<file path="src/rtl/swkrc_pkg.sv">
// ----------------------------------------------------------------------------
// swkrc_pkg
// Shared types and constants for the sliding-window key press rate counter.
// ----------------------------------------------------------------------------
package swkrc_pkg;

  localparam int DEF_RING_DEPTH = 1024;
  localparam int DEF_KEY_COUNT  = 256;

  localparam int CMD_W      = 2;
  localparam int KEY_CODE_W = 8;
  localparam int WINDOW_W   = 16;
  localparam int OUT_W      = 11;
  localparam int STAMP_W    = 32;
  localparam int CFG_IDX_W  = 1;
  localparam int CFG_DATA_W = 16;

  localparam logic [WINDOW_W-1:0] DEF_WINDOW_TICKS = WINDOW_W'(1000);
  localparam logic [OUT_W-1:0]    DEF_DISPLAY_CAP  = OUT_W'(100);

  // item commands
  localparam logic [CMD_W-1:0] CMD_KEY_DOWN = 2'd0;
  localparam logic [CMD_W-1:0] CMD_KEY_UP   = 2'd1;
  localparam logic [CMD_W-1:0] CMD_TICK     = 2'd2;

  // configuration register indexes
  localparam logic [CFG_IDX_W-1:0] REG_WINDOW_TICKS = 1'd0;
  localparam logic [CFG_IDX_W-1:0] REG_DISPLAY_CAP  = 1'd1;

  typedef struct packed {
    logic load;
    logic clear;
    logic key_update;
    logic tick;
    logic pop;
    logic result;
  } ctrl_cmd_t;

  typedef struct packed {
    logic clear_last;
    logic expire_hit;
    logic out_free;
  } dp_status_t;

endpackage

</file>
<file path="src/rtl/swkrc_ctrl.sv">
// ----------------------------------------------------------------------------
// swkrc_ctrl
// Sequencer: key table clear pass, item decode, expiry loop and result hand-off.
// ----------------------------------------------------------------------------
module swkrc_ctrl import swkrc_pkg::*; (
  input  logic             clk,
  input  logic             rst,
  input  logic             in_valid,
  output logic             in_ready,
  input  logic [CMD_W-1:0] command,
  input  dp_status_t       st,
  output ctrl_cmd_t        cmd
);

  typedef enum logic [5:0] {
    S_CLEAR  = 6'b000001,
    S_IDLE   = 6'b000010,
    S_KEY    = 6'b000100,
    S_TICK   = 6'b001000,
    S_EXPIRE = 6'b010000,
    S_DONE   = 6'b100000
  } state_t;

  state_t state;
  state_t state_next;

  always_ff @(posedge clk) begin
    if (rst) begin
      state <= S_CLEAR;
    end else begin
      state <= state_next;
    end
  end

  always_comb begin
    state_next = state;
    cmd        = '0;
    in_ready   = 1'b0;
    case (state)
      S_CLEAR: begin
        cmd.clear = 1'b1;
        if (st.clear_last) begin
          state_next = S_IDLE;
        end
      end
      S_IDLE: begin
        in_ready = 1'b1;
        if (in_valid) begin
          cmd.load = 1'b1;
          case (command)
            CMD_KEY_DOWN, CMD_KEY_UP: state_next = S_KEY;
            CMD_TICK:                 state_next = S_TICK;
            default:                  state_next = S_DONE;
          endcase
        end
      end
      S_KEY: begin
        cmd.key_update = 1'b1;
        state_next     = S_DONE;
      end
      S_TICK: begin
        cmd.tick   = 1'b1;
        state_next = S_EXPIRE;
      end
      S_EXPIRE: begin
        if (st.expire_hit) begin
          cmd.pop = 1'b1;
        end else begin
          state_next = S_DONE;
        end
      end
      S_DONE: begin
        if (st.out_free) begin
          cmd.result = 1'b1;
          state_next = S_IDLE;
        end
      end
      default: begin
        state_next = S_CLEAR;
      end
    endcase
  end

endmodule

</file>
<file path="config.mk">
export PLATFORM = sky130hd
export DESIGN_NAME = swkrc_ctrl
export DESIGN_NICKNAME = d
export VERILOG_FILES = /design/src/rtl/swkrc_pkg.sv /design/src/rtl/swkrc_ctrl.sv
export SDC_FILE = /design/constraint.sdc
export NUM_CORES = 1
export LEC_CHECK = 0
export ABC_AREA = 0
export ABC_CLOCK_PERIOD_IN_PS = 1300
export BUFFER_PORTS_ARGS = -buffer_cell sky130_fd_sc_hd__buf_2
export CORE_MARGIN = 5
export CORE_UTILIZATION = 30
export CTS_BUF_LIST = sky130_fd_sc_hd__clkbuf_4 sky130_fd_sc_hd__clkbuf_8
export DETAILED_ROUTE_END_ITERATION = 8
export SETUP_SLACK_MARGIN = 0.3
export SLEW_MARGIN = 20
export SYNTH_ARGS = -nofsm -noshare
export SYNTH_HDL_FRONTEND = slang
export SYNTH_SLANG_ARGS = --single-unit
</file>
<file path="constraint.sdc">
create_clock -name clk -period 1.3 [get_ports clk]
set_input_delay 0.13 -clock clk [delete_from_list [all_inputs] [get_ports clk]]
set_output_delay 0.13 -clock clk [all_outputs]
set_load 0.005 [all_outputs]
</file>
==> flow_summary.toml <==
[clocking]
cts_tree = "built"
cts_htree_levels = 1
clockRootBuffer = "clkbuf_4"
cts_buffer_depth = 2
clk_latency_ns = 0.25
clock_sinks = 6
path_clk_slew_ns = 0.04
cts_hold_buf = 0
numCtsBuffers = 3

[floorplan]
start_util_pct = 31.0
ioPinCount = 15
dieWidth_um = 49.0
die_h_um = 49.0
core_area_mm2 = 0.00147
rows = 14
dieArea_mm2 = 0.00240

[logic_synthesis]
yosysTopAreaCellShare_pct = 26.4
synth_edf_count = 0
async_reset_ff_share_pct = 0
ys_seq_area_share_pct = 26.4
synth_flop_cell = "dfxtp_1"
yosys_warnings = 0
ys_seq_elements = 6
ys_types = 30
syn_inst = 48
synth_nets = 56
netlist_area_um2 = 455
avgSynthCellArea_um2 = 9.49
netlist_top_cells_area = "dfxtp_1 (26%), nor4_4 (9.3%), buf_6 (7.4%), o31ai_2 (5.5%), or3_1 (4.1%)"
synth_area_leader_cell = "dfxtp_1"

[route]
routedWlPerCell_um = 15.1
vias_per_cell = 5.11
drc = 0
ant_nets = 0
first_pass_iters = 4
routed_wl_mm = 1.42
num_vias = 480
dr.first_iter.drc_count = 3

[worst_hold_path]
hold_path_startpoint = "command[1]"
min-delay-path-class = "input pin to flop"
min_path_cells = 2
holdPathEnd = "state[2]$_SDFFE_PP0P_"

[sta]
slew_headroom_pct = 76.9
fin_crit_ns = 1.54
hold_viol_final = 0
skew_ns = 0.00141
slew_viol_final = 0
fmax_ghz = 0.649
rsz0062_at_grt = "true"
fin_ws_ns = -0.241
setup_viol = 12
fin_crit_sh_pct = 119
worst_pin_slew_ns = 0.344

[layout]
final_area_um2 = 777
diodes = 0
final_common_cell = "buf_4"
num-nets-final = 88
nFillCells = 152
top_register = "state"
layout_common_cells = "buf_4 (13), buf_2 (12), buf_6 (6), nor4_4 (4), dfxtp_2 (4)"
fin_util_pct = 52.8
biggestRegsByFlops = "state x6"
areaGrowthSynthToFinish_pct = 70.6
drive_above_1_share_pct = 71.8
largest_register_ffs = 6

[pwr]
p_leak_nw = 0.326
ir_drop_mv = 0.453
powerDensity_mw_per_mm2 = 740

[placed_design]
place_hpwl_um = 949
io_buffer_count = 14
place_congestion = 0.765
placed_area_um2 = 602

[critical_path]
start_kind = "flop"
end_kind = "output pin"
timing.rr.start = "state[2]$_SDFFE_PP0P_"
rrSetupSlack_ns = -0.19
critPathRequiredTime_ns = 1.17
r2r-end = "state[1]$_SDFFE_PP0P_"
path_cells = "nor4_4 > nand3b_4 > buf_6 > nor2_4 > buf_2"
worst_path_max_delay_cell = "nor4_4"
path_class = "flop to output pin"
cp_max_fo = 3
slowest_delay_ns = 0.38
reg2regPathDepth = 5
worstPathArrival_ns = 1.41

[global_route]
grt_pass1_wl_mm = 2.36
grt_usage_pct = 12.7
grt.overflow.total = 0
antenna_found_initial = 0
grt_pass1_vias = 503
grt_start_max_net_pins = 9

[outcome]
status = "complete, but fails checks"
violations = "setup timing"

[run]
maxCapViolCount = 0
where the power goes:
group / internal [mW] / total [mW] / switching [mW]
Combinational: 0.108 / 0.198 / 0.0907
Sequential: 0.194 / 0.202 / 0.00790
Clock: 0.105 / 0.175 / 0.0704
worst max-delay path: cells and delay by family, from the launching register on:
family | cells | cell delay [ns]
AND/OR/NAND/NOR | 3 | 0.57
buffers and inverters | 2 | 0.25
flip-flops | 1 | 0.34
stage by stage:
step                      cells  worst slack, ns  total power, mW  TNS, ns  hold WS, ns
after floorplan              48          -0.0696            0.285   -0.227        0.201
after global placement       86          -0.0837            0.342   -0.420        0.339
after detailed placement     86           -0.129            0.343   -0.573        0.346
after CTS                    93           -0.258            0.544    -2.21       0.0824
after global routing         94           -0.314            0.612    -3.18       0.0909
final                        94           -0.241            0.575    -2.34       0.0851
routing by layer:
metal | vias to the layer above | wire (um) | GRT usage, %
met5 | - | 0 | 0
met4 | 0 | 44 | 8.97
met3 | 4 | 36 | 2.45
met1 | 221 | 591 | 15.6
li1 | 242 | - | -
met2 | 13 | 747 | 19.6
synthesized netlist by cell type, types with 2 or more instances:
library cell	instances
o21ai_0	2
inv_1	2
buf_6	3
o31ai_2	2
nand3_1	2
nor4b_1	2
nor2_1	2
nor4_4	2
nor3_1	2
dfxtp_1	6
or3_1	3
nor4_1	2
worst max path at each step:
stage | start | end | slack, ns | depth (start not counted)
4_1_cts | state[5]$_SDFFE_PP0P_ | cmd[5] | -0.26 | 5
3_3_place_gp | state[0]$_SDFFE_PP1P_ | state[5]$_SDFFE_PP0P_ | -0.08 | 4
6_report | state[2]$_SDFFE_PP0P_ | cmd[5] | -0.24 | 5
5_1_grt | state[2]$_SDFFE_PP0P_ | cmd[5] | -0.31 | 5
3_5_place_dp | state[0]$_SDFFE_PP1P_ | state[5]$_SDFFE_PP0P_ | -0.13 | 4
2_1_floorplan | state[2]$_SDFFE_PP0P_ | state[1]$_SDFFE_PP0P_ | -0.07 | 5
what timing repair did:
item,in CTS,in global routing
gates cloned,0,0
pin swaps,2,4
setup endpoints to repair,13,13
gates resized for setup,8,16
setup buffers,4,1
kinds of logic after synthesis:
logic type                Yosys count  synth area share (%)
DFF                                 6                  26.4
and+or+nand+nor                    24                  40.9
buffers and inverters               7                  11.5
AOI/OAI and AO/OA                   8                  14.8
muxes                               1                  2.47
xor gates and xnor gates            2                  3.85
cell type report:
| class | count | area [um2] | area share, % |
|---|---|---|---|
| Multi-Input combinational cell | 35 | 367 | 47.2 |
| Inverter | 3 | 13.8 | 1.77 |
| Clock buffer | 3 | 22.5 | 2.90 |
| Tap cell | 16 | 20.0 | 2.58 |
| Sequential cell | 6 | 129 | 16.6 |
| Timing Repair Buffer | 31 | 225 | 29.0 |
Note: power is estimated with default switching activity, not from simulation.
